`src/design/bbs_pkg.sv`:
```
// Shared types, constants and helpers for the binomial broadcast scheduler.
`timescale 1ns / 1ps
`default_nettype none

package bbs_pkg;

    localparam int unsigned RANK_W        = 10;  // member, root and peer ranks
    localparam int unsigned GS_W          = 11;  // group size register
    localparam int unsigned MASK_W        = 12;  // child mask, may reach 2 * 1024
    localparam int unsigned SUM_W         = 13;  // virtual rank plus twice the mask
    localparam int unsigned IDX_W         = 4;   // step position
    localparam int unsigned Q_DEPTH       = 2;   // front to back queue entries
    localparam int unsigned QP_W          = 1;   // queue pointer width
    localparam int unsigned QC_W          = 2;   // queue fill count width
    localparam int unsigned MAX_RANKS_DEF = 1024;

    typedef enum logic [1:0] {
        KIND_RECV    = 2'd0,
        KIND_SEND    = 2'd1,
        KIND_EMPTY   = 2'd2,
        KIND_INVALID = 2'd3
    } t_step_kind;

    typedef enum logic [1:0] {
        JOB_INVALID = 2'd0,
        JOB_EMPTY   = 2'd1,
        JOB_TREE    = 2'd2
    } t_job_kind;

    typedef enum logic {
        BK_IDLE = 1'b0,
        BK_RUN  = 1'b1
    } t_back_state;

    // One classified request, as the back end needs it.
    typedef struct packed {
        t_job_kind           kind;
        logic                has_parent;
        logic [GS_W-1:0]     vrank;
        logic [GS_W-1:0]     parent;
        logic [MASK_W-1:0]   mask;
        logic [RANK_W-1:0]   root;
        logic [GS_W-1:0]     n;
    } t_job;

    // Map a virtual rank (below n) back to a real rank.
    function automatic logic [RANK_W-1:0] f_to_real(
        input logic [MASK_W-1:0] vpeer,
        input logic [RANK_W-1:0] root,
        input logic [GS_W-1:0]   n
    );
        logic [SUM_W-1:0] s;
        s = SUM_W'(vpeer) + SUM_W'(root);
        if (s >= SUM_W'(n)) begin
            s = s - SUM_W'(n);
        end
        return s[RANK_W-1:0];
    endfunction

endpackage

`default_nettype wire

```
`src/design/bbs_front.sv`:
```
// Front end: checks a request and works out virtual rank, parent and first mask.
`timescale 1ns / 1ps
`default_nettype none

module bbs_front
    import bbs_pkg::*;
#(
    parameter int unsigned MAX_RANKS = MAX_RANKS_DEF
) (
    input  wire logic              i_valid,
    output logic                   o_ready,
    input  wire logic [RANK_W-1:0] i_member_rank,
    input  wire logic [RANK_W-1:0] i_root_rank,
    input  wire logic [GS_W-1:0]   i_group_size,
    input  wire logic              i_q_full,
    output logic                   o_push,
    output t_job                   o_job
);

    logic               w_bad;
    logic [GS_W:0]      w_vsum;
    logic [GS_W-1:0]    w_vrank;
    logic [GS_W-1:0]    w_hb;

    assign o_ready = !i_q_full;
    assign o_push  = i_valid && !i_q_full;

    assign w_bad = (i_group_size == '0)
                || (32'(i_group_size) > MAX_RANKS)
                || (GS_W'(i_member_rank) >= i_group_size)
                || (GS_W'(i_root_rank) >= i_group_size);

    // Subtract modulo the group size; both ranks are below n when valid.
    always_comb begin
        if (i_member_rank >= i_root_rank) begin
            w_vsum = (GS_W+1)'(i_member_rank) - (GS_W+1)'(i_root_rank);
        end else begin
            w_vsum = (GS_W+1)'(i_member_rank) + (GS_W+1)'(i_group_size)
                   - (GS_W+1)'(i_root_rank);
        end
        w_vrank = w_vsum[GS_W-1:0];
    end

    // Highest set bit of the virtual rank, one-hot.
    always_comb begin
        w_hb = '0;
        for (int i = 0; i < GS_W; i++) begin
            if (w_vrank[i]) begin
                w_hb    = '0;
                w_hb[i] = 1'b1;
            end
        end
    end

    always_comb begin
        o_job.vrank      = w_vrank;
        o_job.parent     = w_vrank ^ w_hb;
        o_job.has_parent = (w_vrank != '0);
        o_job.mask       = (w_vrank == '0) ? MASK_W'(1) : {w_hb, 1'b0};
        o_job.root       = i_root_rank;
        o_job.n          = i_group_size;
        if (w_bad) begin
            o_job.kind = JOB_INVALID;
        end else if (i_group_size == GS_W'(1)) begin
            o_job.kind = JOB_EMPTY;
        end else begin
            o_job.kind = JOB_TREE;
        end
    end

endmodule

`default_nettype wire

```
`src/design/bbs_queue.sv`:
```
// Short queue of classified requests between front and back end.
`timescale 1ns / 1ps
`default_nettype none

module bbs_queue
    import bbs_pkg::*;
(
    input  wire logic i_clk,
    input  wire logic i_rst_n,
    input  wire logic i_push,
    input  wire t_job i_job,
    output logic      o_full,
    output logic      o_nonempty,
    input  wire logic i_pop,
    output t_job      o_job
);

    t_job              r_mem [Q_DEPTH];
    logic [QP_W-1:0]   r_wr_ptr;
    logic [QP_W-1:0]   r_rd_ptr;
    logic [QC_W-1:0]   r_count;

    assign o_full     = (r_count == QC_W'(Q_DEPTH));
    assign o_nonempty = (r_count != '0);
    assign o_job      = r_mem[r_rd_ptr];

    always_ff @(posedge i_clk) begin
        if (i_push) begin
            r_mem[r_wr_ptr] <= i_job;
        end
    end

    always_ff @(posedge i_clk) begin
        if (!i_rst_n) begin
            r_wr_ptr <= '0;
            r_rd_ptr <= '0;
            r_count  <= '0;
        end else begin
            if (i_push) begin
                r_wr_ptr <= r_wr_ptr + QP_W'(1);
            end
            if (i_pop) begin
                r_rd_ptr <= r_rd_ptr + QP_W'(1);
            end
            if (i_push && !i_pop) begin
                r_count <= r_count + QC_W'(1);
            end else if (i_pop && !i_push) begin
                r_count <= r_count - QC_W'(1);
            end
        end
    end

endmodule

`default_nettype wire

```
`src/design/bbs_back.sv`:
```
// Back end: walks one request's schedule, a step per cycle unless stalled.
`timescale 1ns / 1ps
`default_nettype none

module bbs_back
    import bbs_pkg::*;
(
    input  wire logic               i_clk,
    input  wire logic               i_rst_n,
    input  wire logic               i_q_nonempty,
    input  wire t_job               i_job,
    output logic                    o_pop,
    output logic                    o_valid,
    input  wire logic               i_ready,
    output logic [1:0]              o_step_kind,
    output logic [RANK_W-1:0]       o_peer_rank,
    output logic [IDX_W-1:0]        o_step_index,
    output logic                    o_last_step
);

    t_back_state        r_state;
    t_back_state        n_state;
    t_job               r_job;
    logic [MASK_W-1:0]  r_mask;
    logic               r_recv_pend;
    logic [IDX_W-1:0]   r_idx;

    logic               r_out_valid;
    t_step_kind         r_out_kind;
    logic [RANK_W-1:0]  r_out_peer;
    logic [IDX_W-1:0]   r_out_idx;
    logic               r_out_last;

    logic               w_emit;
    t_step_kind         w_kind;
    logic [RANK_W-1:0]  w_peer;
    logic               w_last;

    // Next state.
    always_comb begin
        n_state = r_state;
        unique case (r_state)
            BK_IDLE: begin
                if (i_q_nonempty) begin
                    n_state = BK_RUN;
                end
            end
            BK_RUN: begin
                if (w_emit && w_last) begin
                    n_state = BK_IDLE;
                end
            end
            default: n_state = BK_IDLE;
        endcase
    end

    // Control outputs.
    always_comb begin
        o_pop  = (r_state == BK_IDLE) && i_q_nonempty;
        w_emit = (r_state == BK_RUN) && (!r_out_valid || i_ready);
    end

    // Current step.
    always_comb begin
        w_kind = KIND_INVALID;
        w_peer = '0;
        w_last = 1'b1;
        unique case (r_job.kind)
            JOB_INVALID: begin
                w_kind = KIND_INVALID;
            end
            JOB_EMPTY: begin
                w_kind = KIND_EMPTY;
            end
            JOB_TREE: begin
                if (r_recv_pend) begin
                    w_kind = KIND_RECV;
                    w_peer = f_to_real(MASK_W'(r_job.parent), r_job.root, r_job.n);
                    w_last = (SUM_W'(r_job.vrank) + SUM_W'(r_mask)) >= SUM_W'(r_job.n);
                end else begin
                    w_kind = KIND_SEND;
                    w_peer = f_to_real(MASK_W'(r_job.vrank) + r_mask, r_job.root,
                                       r_job.n);
                    w_last = (SUM_W'(r_job.vrank) + (SUM_W'(r_mask) << 1))
                             >= SUM_W'(r_job.n);
                end
            end
            default: begin
                w_kind = KIND_INVALID;
            end
        endcase
    end

    always_ff @(posedge i_clk) begin
        if (!i_rst_n) begin
            r_state <= BK_IDLE;
        end else begin
            r_state <= n_state;
        end
    end

    always_ff @(posedge i_clk) begin
        if (o_pop) begin
            r_job       <= i_job;
            r_mask      <= i_job.mask;
            r_recv_pend <= i_job.has_parent;
            r_idx       <= '0;
        end else if (w_emit) begin
            r_idx <= r_idx + IDX_W'(1);
            if (r_recv_pend) begin
                r_recv_pend <= 1'b0;
            end else begin
                r_mask <= r_mask << 1;
            end
        end
    end

    always_ff @(posedge i_clk) begin
        if (!i_rst_n) begin
            r_out_valid <= 1'b0;
        end else if (w_emit) begin
            r_out_valid <= 1'b1;
        end else if (i_ready) begin
            r_out_valid <= 1'b0;
        end
    end

    always_ff @(posedge i_clk) begin
        if (w_emit) begin
            r_out_kind <= w_kind;
            r_out_peer <= w_peer;
            r_out_idx  <= r_idx;
            r_out_last <= w_last;
        end
    end

    assign o_valid      = r_out_valid;
    assign o_step_kind  = r_out_kind;
    assign o_peer_rank  = r_out_peer;
    assign o_step_index = r_out_idx;
    assign o_last_step  = r_out_last;

endmodule

`default_nettype wire

```
`src/design/binomial_bcast_schedule.sv`:
```
// Top level of the binomial-tree broadcast schedule generator.
//
// Usage:
//   Write the group size on the config channel (i_cfg_valid / o_cfg_ready,
//   i_cfg_data) while the block is idle; o_cfg_ready is always high.
//   Send requests (member rank, root rank) on the input channel
//   (i_valid / o_ready). For each request the block returns its schedule as
//   a run of steps on the output channel (o_valid / i_ready): an optional
//   receive from the parent, then sends to the children, each step with its
//   index and a last flag. Bad requests give one invalid step, a group of one
//   gives one empty step.
// The first step comes out of the output register once the request has passed
//   through the queue and been loaded into the step walker. The walker emits
//   the steps one at a time, holding while the receiver stalls, and loads the
//   next request only after the last step of the one before.
// A two-entry queue parts front and back, so new requests are taken while
//   the back end still works or the receiver stalls.
// Reset clears the queue, the walker and the output register and sets the
//   group size to 1. When i_ready is low the output step holds.
`timescale 1ns / 1ps
`default_nettype none

module binomial_bcast_schedule
    import bbs_pkg::*;
#(
    parameter int unsigned MAX_RANKS = MAX_RANKS_DEF
) (
    input  wire logic              i_clk,
    input  wire logic              i_rst_n,
    // configuration write channel
    input  wire logic              i_cfg_valid,
    output logic                   o_cfg_ready,
    input  wire logic [GS_W-1:0]   i_cfg_data,
    // request channel
    input  wire logic              i_valid,
    output logic                   o_ready,
    input  wire logic [RANK_W-1:0] i_member_rank,
    input  wire logic [RANK_W-1:0] i_root_rank,
    // step channel
    output logic                   o_valid,
    input  wire logic              i_ready,
    output logic [1:0]             o_step_kind,
    output logic [RANK_W-1:0]      o_peer_rank,
    output logic [IDX_W-1:0]       o_step_index,
    output logic                   o_last_step
);

    logic [GS_W-1:0] r_group_size;

    logic            w_q_full;
    logic            w_q_nonempty;
    logic            w_push;
    logic            w_pop;
    t_job            w_front_job;
    t_job            w_back_job;

    // The group size register takes every write; nothing else can stall it.
    assign o_cfg_ready = 1'b1;

    always_ff @(posedge i_clk) begin
        if (!i_rst_n) begin
            r_group_size <= GS_W'(1);
        end else if (i_cfg_valid) begin
            r_group_size <= i_cfg_data;
        end
    end

    // Front: classify the request and precompute virtual rank and masks.
    bbs_front #(
        .MAX_RANKS (MAX_RANKS)
    ) u_front (
        .i_valid       (i_valid),
        .o_ready       (o_ready),
        .i_member_rank (i_member_rank),
        .i_root_rank   (i_root_rank),
        .i_group_size  (r_group_size),
        .i_q_full      (w_q_full),
        .o_push        (w_push),
        .o_job         (w_front_job)
    );

    // Queue: decouple request intake from step emission.
    bbs_queue u_queue (
        .i_clk      (i_clk),
        .i_rst_n    (i_rst_n),
        .i_push     (w_push),
        .i_job      (w_front_job),
        .o_full     (w_q_full),
        .o_nonempty (w_q_nonempty),
        .i_pop      (w_pop),
        .o_job      (w_back_job)
    );

    // Back: walk the schedule, a step per cycle while the output is not stalled.
    bbs_back u_back (
        .i_clk        (i_clk),
        .i_rst_n      (i_rst_n),
        .i_q_nonempty (w_q_nonempty),
        .i_job        (w_back_job),
        .o_pop        (w_pop),
        .o_valid      (o_valid),
        .i_ready      (i_ready),
        .o_step_kind  (o_step_kind),
        .o_peer_rank  (o_peer_rank),
        .o_step_index (o_step_index),
        .o_last_step  (o_last_step)
    );

endmodule

`default_nettype wire

```
`config.mk`:
```
export PLATFORM = sky130hd
export DESIGN_NAME = binomial_bcast_schedule
export DESIGN_NICKNAME = d
export VERILOG_FILES = /design/src/design/bbs_pkg.sv /design/src/design/bbs_front.sv /design/src/design/bbs_queue.sv /design/src/design/bbs_back.sv /design/src/design/binomial_bcast_schedule.sv
export SDC_FILE = /design/constraint.sdc
export NUM_CORES = 1
export LEC_CHECK = 0
export BUFFER_PORTS_ARGS = -buffer_cell sky130_fd_sc_hd__buf_2
export CORE_MARGIN = 8
export CORE_UTILIZATION = 40
export CTS_BUF_LIST = sky130_fd_sc_hd__clkbuf_4 sky130_fd_sc_hd__clkbuf_8 sky130_fd_sc_hd__clkbuf_16
export DETAILED_ROUTE_END_ITERATION = 16
export GPL_ROUTABILITY_DRIVEN = 0
export GPL_TIMING_DRIVEN = 1
export PLACE_DENSITY_LB_ADDON = 0.05
export SETUP_SLACK_MARGIN = 0.15
export SLEW_MARGIN = 20
export SYNTH_ARGS = -nofsm -noshare
export SYNTH_HDL_FRONTEND = slang
export SYNTH_SLANG_ARGS = --single-unit
```
`constraint.sdc`:
```
create_clock -name i_clk -period 5.8 [get_ports i_clk]
set_clock_uncertainty 0.05 [all_clocks]
set_input_delay 0.29 -clock i_clk [delete_from_list [all_inputs] [get_ports i_clk]]
set_output_delay 0.29 -clock i_clk [all_outputs]
set_load 0.01 [all_outputs]
```
======== Yosys cells after proc, flatten, opt, wreduce, memory -nomap -nowiden ========
Memory sizes are Yosys's and may differ from the RTL's. A register that Yosys moved wholly into a read port is not among the register bits.
Index checks and enable logic that the tools add are counted.
storage, ports and cells
  input port bits ......................... 36
  bits in writable memories ............... 116
  memories kept ........................... 1
  output and inout bits ................... 20
  register bits after elaboration ......... 96
  word-level logic and storage cells ...... 109
operators by class
  magnitude comparators ................... 8
  muxes and demuxes ....................... 38
  bitwise operators ....................... 2
  equality and inequality tests ........... 5
  $add $sub $neg .......................... 15
  reduce and logical (&&, ||, !) cells .... 22
memories
  name           depth  width  read ports  clocked after memory_dff  write ports  line             RTL
  u_queue.r_mem  2      58     1           1                         1            bbs_queue.sv:18  t_job r_mem [Q_DEPTH];
operators with widths
  kind                                                                    number
  12-bit 2-to-1 mux                                                       4
  10-bit 2-to-1 mux                                                       4
  13-bit by 11-bit >= comparator with 1-bit output                        3
  10-bit by 11-bit >= comparator with 1-bit output                        2
  11-bit logical NOT                                                      2
  11-bit 2-to-1 mux                                                       2
  10-bit subtractor                                                       2
  1-bit 2-to-1 mux                                                        14
  11-bit by 12-bit adder with 13-bit output                               1
  11-bit by 13-bit adder with 13-bit output                               1
  12-bit by 10-bit adder with 13-bit output                               1
  11-bit by 10-bit adder with 12-bit output                               1
  11-bit by 12-bit adder with 12-bit output                               1
  12-bit by 11-bit >= comparator with 1-bit output                        1
  10-bit by 11-bit adder with 11-bit output                               1
  11-bit by 1-bit equality test with 1-bit output, second input constant  1
  11-bit greater-than comparator, second input constant                   1
  11-bit nonzero test                                                     1
  10-bit by 10-bit subtractor with 11-bit output                          1
  11-bit by 10-bit subtractor with 11-bit output                          1
  11-bit bitwise XOR                                                      1
  10-bit >= comparator                                                    1
  2-bit 2-to-1 mux                                                        5
  9-bit 2-to-1 mux                                                        1
  21 further kinds                                                        37

======== Longest topological paths before layout ========
  word-level depth ........................ 15
  gate-level depth with buffers ........... 24
  gate-level depth less buffers ........... 24

======== By module ========
A second synthesis with hierarchy kept.
second synthesis, totals
  cell total of the unflattened synthesis .. 1,237
  area, all modules ....................... 13,817.0 sq um
modules (own cells, without submodules)
  module                   cells each  times used  area an instance (sq um)  seq. area each (sq um)
  bbs_back                 625         1           6,219.7                   2,372.3
  bbs_queue                202         1           4,478.0                   3,583.4
  bbs_front                373         1           2,696.3                   0.0
  binomial_bcast_schedule  37          1           422.9                     220.2

======== Worst setup path after synthesis ========
Ideal clock, no wire load.
  path type ............................... reg2reg
  start point ............................. register u_back.r_mask[0]
  end point ............................... register u_back.r_out_peer[9] (netlist: u_back.o_peer_rank[9]) (data pin)
  slack ................................... 1,225 ps
  data arrival time ....................... 4,269 ps
  buffers on the path ..................... 0
  clock period less this slack ............ 4,575 ps
  required time ........................... 5,494 ps
  stages on the path, launching flop included .. 21
  cell sequence ........................... edfxtp_1 ha_1 inv_1 fa_1 xnor2_1 ha_1 nor2b_1 o21ai_0 a21boi_0 o31a_1 o21ai_0 nor2b_1 xnor2_1 ha_1 a21o_1 a41oi_1 a21oi_1 a31oi_4 nand2_4 mux2_4 o211a_1
between the ends
  longest elaborated chain between the ends .. 5
  elaborated cells on any way between the ends .. 6
RTL lines
  what                                                                                   line                          RTL
  start, declared                                                                        bbs_back.sv:24                logic [MASK_W-1:0] r_mask;
  start signal, assigned                                                                 bbs_back.sv:105               r_mask <= i_job.mask;
  start signal, assigned                                                                 bbs_back.sv:113               r_mask <= r_mask << 1;
  11-bit by 12-bit adder with 12-bit output (*)                                          bbs_back.sv:82                w_peer = f_to_real(MASK_W'(r_job.vrank) + r_mask, r_job.root,
  12-bit by 10-bit adder with 13-bit output (*)                                          bbs_pkg.sv:53                 s = SUM_W'(vpeer) + SUM_W'(root);
  13-bit by 11-bit >= comparator with 1-bit output or 10-bit subtractor (tied branches)  bbs_pkg.sv:54, bbs_pkg.sv:55
  10-bit 2-to-1 mux (*)                                                                  bbs_pkg.sv:54                 if (s >= SUM_W'(n)) begin
  10-bit 2-to-1 mux (*)                                                                  bbs_back.sv:76                if (r_recv_pend) begin
  end signal, assigned                                                                   bbs_back.sv:131               r_out_peer <= w_peer;
  end, declared                                                                          bbs_back.sv:30                logic [RANK_W-1:0] r_out_peer;
Mark *: on every way between the ends. The rest lies on a longest branch, timed or not.
A chain may end at the register's enable or synchronous reset.

======== Worst setup path in the final report ========
Same ends and word-level chain as after synthesis.

==> flow_summary.json <==
{
  "routed_wl_mm": 30.5,
  "synth_warnings": 0,
  "yosys-top-cells-area": "edfxtp_1 (44%), ha_1 (13%), mux2_2 (4.1%)",
  "pre_cts_ws_ns": 0.785,
  "status": "complete, no violations",
  "synth_adder_area_share": 0.152,
  "critPathBufInv": 1,
  "max-clock-path-buffers": 3,
  "crit_slowest_cell": "fa_1",
  "synth.distinct_cells": 77,
  "avgViaCountPerCell": 5.24,
  "floorplan.io_pins": 56,
  "routed-via-count": 8453,
  "longest_individual_stage_delay_on_the_worst_path_ns": 0.40,
  "setup_crit_path_kind": "reg2reg",
  "floorplan.initialDensity": 0.408,
  "clock_root_buffer": "clkbuf_16",
  "synthXorXnorAreaFrac": 0.0482,
  "drive_gt1_frac": 0.142,
  "rsz0062_at_grt": "no",
  "clkSinkCount": 210,
  "period_share": 0.870,
  "synth_compound_gate_area_share": 0.124,
  "cts_setup_buffers": 0,
  "globalRouteOverflowTotal": 0,
  "hold_depth": 1,
  "detail_route.first_pass.iterations": 5,
  "r2r_end": "u_back.o_peer_rank[9]$_SDFFCE_PP0P_",
  "synth.cells.most_frequent": "edfxtp_1 (188), ha_1 (130), inv_1 (106)",
  "cp_cell_sequence": "ha_1, inv_1, fa_1, nor2b_1, o31a_1, o21a_1, nor2_1, xnor2_1, ha_1, or3_1, a211oi_1, nor2_1, and2_1, nor2_1, ha_1, nand4_1, nor2_1, a211oi_1, a21oi_1, a31oi_4, nand2_4, mux2_4, o211a_1",
  "post_synth_instance_area_um2": 12900,
  "area_growth_syn_to_layout_pct": 13.3,
  "cpLargestDelayFamily": "compound AO/OA/AOI/OAI gates",
  "floorplan.die_area_um2": 38300,
  "timing.setup.tns_ns": 0,
  "drt.antenna.violating_nets": 0,
  "timing_hold_violations_final": 0,
  "die_y_um": 196,
  "period_needed_ns": 5.05,
  "ys_seq_area_frac": 0.472,
  "dp_hpwl_mm": 23.4,
  "crit-reg2reg-launch": "u_back.r_mask[0]$_SDFFCE_PN0P_",
  "critical_path.max_fanout": 9,
  "synth.most_common_cell": "edfxtp_1",
  "maxSlewViolCount": 0,
  "timing.critical_path.to_type": "register",
  "pin_count_of_the_biggest_net_entering_global_routing": 59,
  "multi_input_area_um2": 6350,
  "worst_path_most_repeated_cell": "nor2_1",
  "placement.io_buffers": 54,
  "fmax_mhz": 198,
  "min_delay_worst_endpoint": "u_queue.r_mem[0][18]$_DFFE_PP_",
  "synth.ff_latch_count": 210,
  "yosys.area_share.simple": 0.0952,
  "netlist.top_cell.by_area": "edfxtp_1",
  "post_synth_inst_count": 1112,
  "avgSynthCellArea_um2": 11.6,
  "tritoncts_clock_tree": "yes",
  "path_clk_slew_ns": 0.06,
  "insertion_delay_ns": 0.51,
  "std_cell_rows": 65,
  "drcViolationCount": 0,
  "combinational_family_with_the_most_area_after_synthesis": "adder cells",
  "wire_per_inst_um": 18.9,
  "worst_hold_path_type": "in2reg",
  "final-seq-area_um2": 6090,
  "synthesis.nets": 1295,
  "fill_cells": 2911,
  "synth.mux.area_fraction": 0.0709,
  "reg2reg_depth": 23,
  "startpoint_type": "register",
  "first_global_vias": 8551,
  "synth.top_cell.area_share": 0.437,
  "yosys_most_used_dff": "edfxtp_1",
  "synth_enable_flop_cells": 188,
  "antenna_found_initial": 0,
  "tritoncts.num_buffers": 24,
  "grt_first_pass_wirelength_mm": 48.3,
  "finish.net_count": 1378,
  "core_area_um2": 31600,
  "worstPathRequired_ns": 6.01,
  "grtUsageTotal": 0.159,
  "arrival_time_of_the_worst_setup_path_ns": 5.26,
  "die_w_um": 196,
  "detail_route.iter0.violations": 410,
  "antenna_cells": 0,
  "cts-htree-levels": 1,
  "worst_slew_margin": 0.378,
  "timing_worst_slew_pin_value_ns": 0.933,
  "timing.final.setup_violations": 0,
  "timing.reg2reg.setup_slack_ns": 0.75,
  "synth-async-reset-ratio": 0,
  "min-delay-start": "i_root_rank[7]",
  "final.setup.worst_slack_ns": 0.752,
  "drv_cap": 0
}
-- worst max-delay path by stage --
stage	from	to	slack (ns)	depth (start not counted)
2_1_floorplan	u_back.r_mask[0]$_SDFFCE_PN0P_	u_back.o_peer_rank[9]$_SDFFCE_PP0P_	1.23	20
3_3_place_gp	u_back.r_mask[0]$_SDFFCE_PN0P_	u_back.o_peer_rank[9]$_SDFFCE_PP0P_	0.84	20
6_report	u_back.r_mask[0]$_SDFFCE_PN0P_	u_back.o_peer_rank[9]$_SDFFCE_PP0P_	0.75	23
5_1_grt	u_back.r_mask[1]$_DFFE_PP_	u_back.o_peer_rank[9]$_SDFFCE_PP0P_	0.30	20
3_5_place_dp	u_back.r_mask[0]$_SDFFCE_PN0P_	u_back.o_peer_rank[9]$_SDFFCE_PP0P_	0.79	23
4_1_cts	u_back.r_mask[0]$_SDFFCE_PN0P_	u_back.o_peer_rank[9]$_SDFFCE_PP0P_	0.76	23
-- metal layers --
layer,global-route usage,vias up,share of wire
met5,0,-,0
met4,0.0379,0,0.018
met3,0.0211,31,0.029
met2,0.266,138,0.47
met1,0.215,4038,0.48
li1,-,4246,-
-- cell families after synthesis --
| logic type | count (synthesis) |
|---|---|
| fa+ha+maj | 147 |
| simple gates | 243 |
| compound gates | 233 |
| mux | 85 |
| xor+xnor | 68 |
| flops | 210 |
| other cells | 1 |
| buf+inv | 125 |
-- sequential cells by signal (all words and copies together) (netlist names), named ones only --
| register | flops |
|---|---|
| r_group_size | 11 |
| u_back.r_state | 1 |
| u_queue.r_count | 2 |
| u_queue.r_rd_ptr | 1 |
| u_queue.r_mem | 114 |
| u_back.o_step_index | 4 |
| u_back.r_job | 44 |
| u_back.o_valid | 1 |
| u_back.o_last_step | 1 |
| u_back.o_peer_rank | 10 |
| u_back.r_mask | 12 |
| u_back.o_step_kind | 2 |
| u_back.r_idx | 4 |
| u_back.r_recv_pend | 1 |
| u_queue.r_wr_ptr | 1 |
-- area by class of cell --
class	count	area share
multi-input cells	777	0.435
flip-flops and latches	210	0.416
clock buffers	29	0.0453
well taps	402	0.0344
repair buffers	75	0.0318
inverters	107	0.0275
clock inverters	12	0.0100
-- cell usage in the layout (no fill, tap or decap), types with 8 or more instances in the layout --
cell	count
nand3_1	14
o21a_1	24
fa_1	17
ha_1	130
nor2_1	64
edfxtp_1	188
a21o_1	23
o31ai_1	8
nand2b_1	13
a21oi_1	57
mux2i_1	37
nor2b_1	26
buf_2	54
o211ai_1	9
a211oi_1	10
xor2_1	14
dfxtp_1	21
xnor2_1	52
o21ai_0	43
and2_1	10
nand2_1	51
nor3_1	19
clkbuf_16	25
mux2_2	47
dlygate4sd3_1	15
nand4_1	10
inv_1	105
-- per-stage QoR --
stage | cells | hold slack, ns | area (um^2) | utilization
final | 1612 | 0.0286 | 14600 | 0.462
after global routing | 1612 | 0.00615 | 14600 | 0.462
after CTS | 1612 | 0.000768 | 14600 | 0.462
after detailed placement | 1556 | 0.407 | 13700 | 0.432
after global placement | 1556 | 0.408 | 13700 | 0.432
after floorplan | 1112 | 0.339 | 12900 | -
-- repair_timing --
item,4_1_cts,5_1_grt
resized for setup,0,0
endpoints found under the hold margin,18,0
setup endpoints to repair,0,0
hold buffers,15,0
-- worst register-to-register path, cell delays in order, from the launching register on --
cell,delay [ns]
edfxtp_1,0.38
ha_1,0.20
inv_1,0.06
fa_1,0.40
nor2b_1,0.17
o31a_1,0.21
o21a_1,0.13
nor2_1,0.04
xnor2_1,0.15
ha_1,0.23
or3_1,0.31
a211oi_1,0.23
nor2_1,0.12
and2_1,0.20
nor2_1,0.19
ha_1,0.32
nand4_1,0.13
nor2_1,0.07
a211oi_1,0.23
a21oi_1,0.14
a31oi_4,0.22
nand2_4,0.12
mux2_4,0.31
o211a_1,0.20
Power is left out: the tool's default activity adds up to more than one toggle a clock period on the data nets, which glitch-free logic cannot reach.
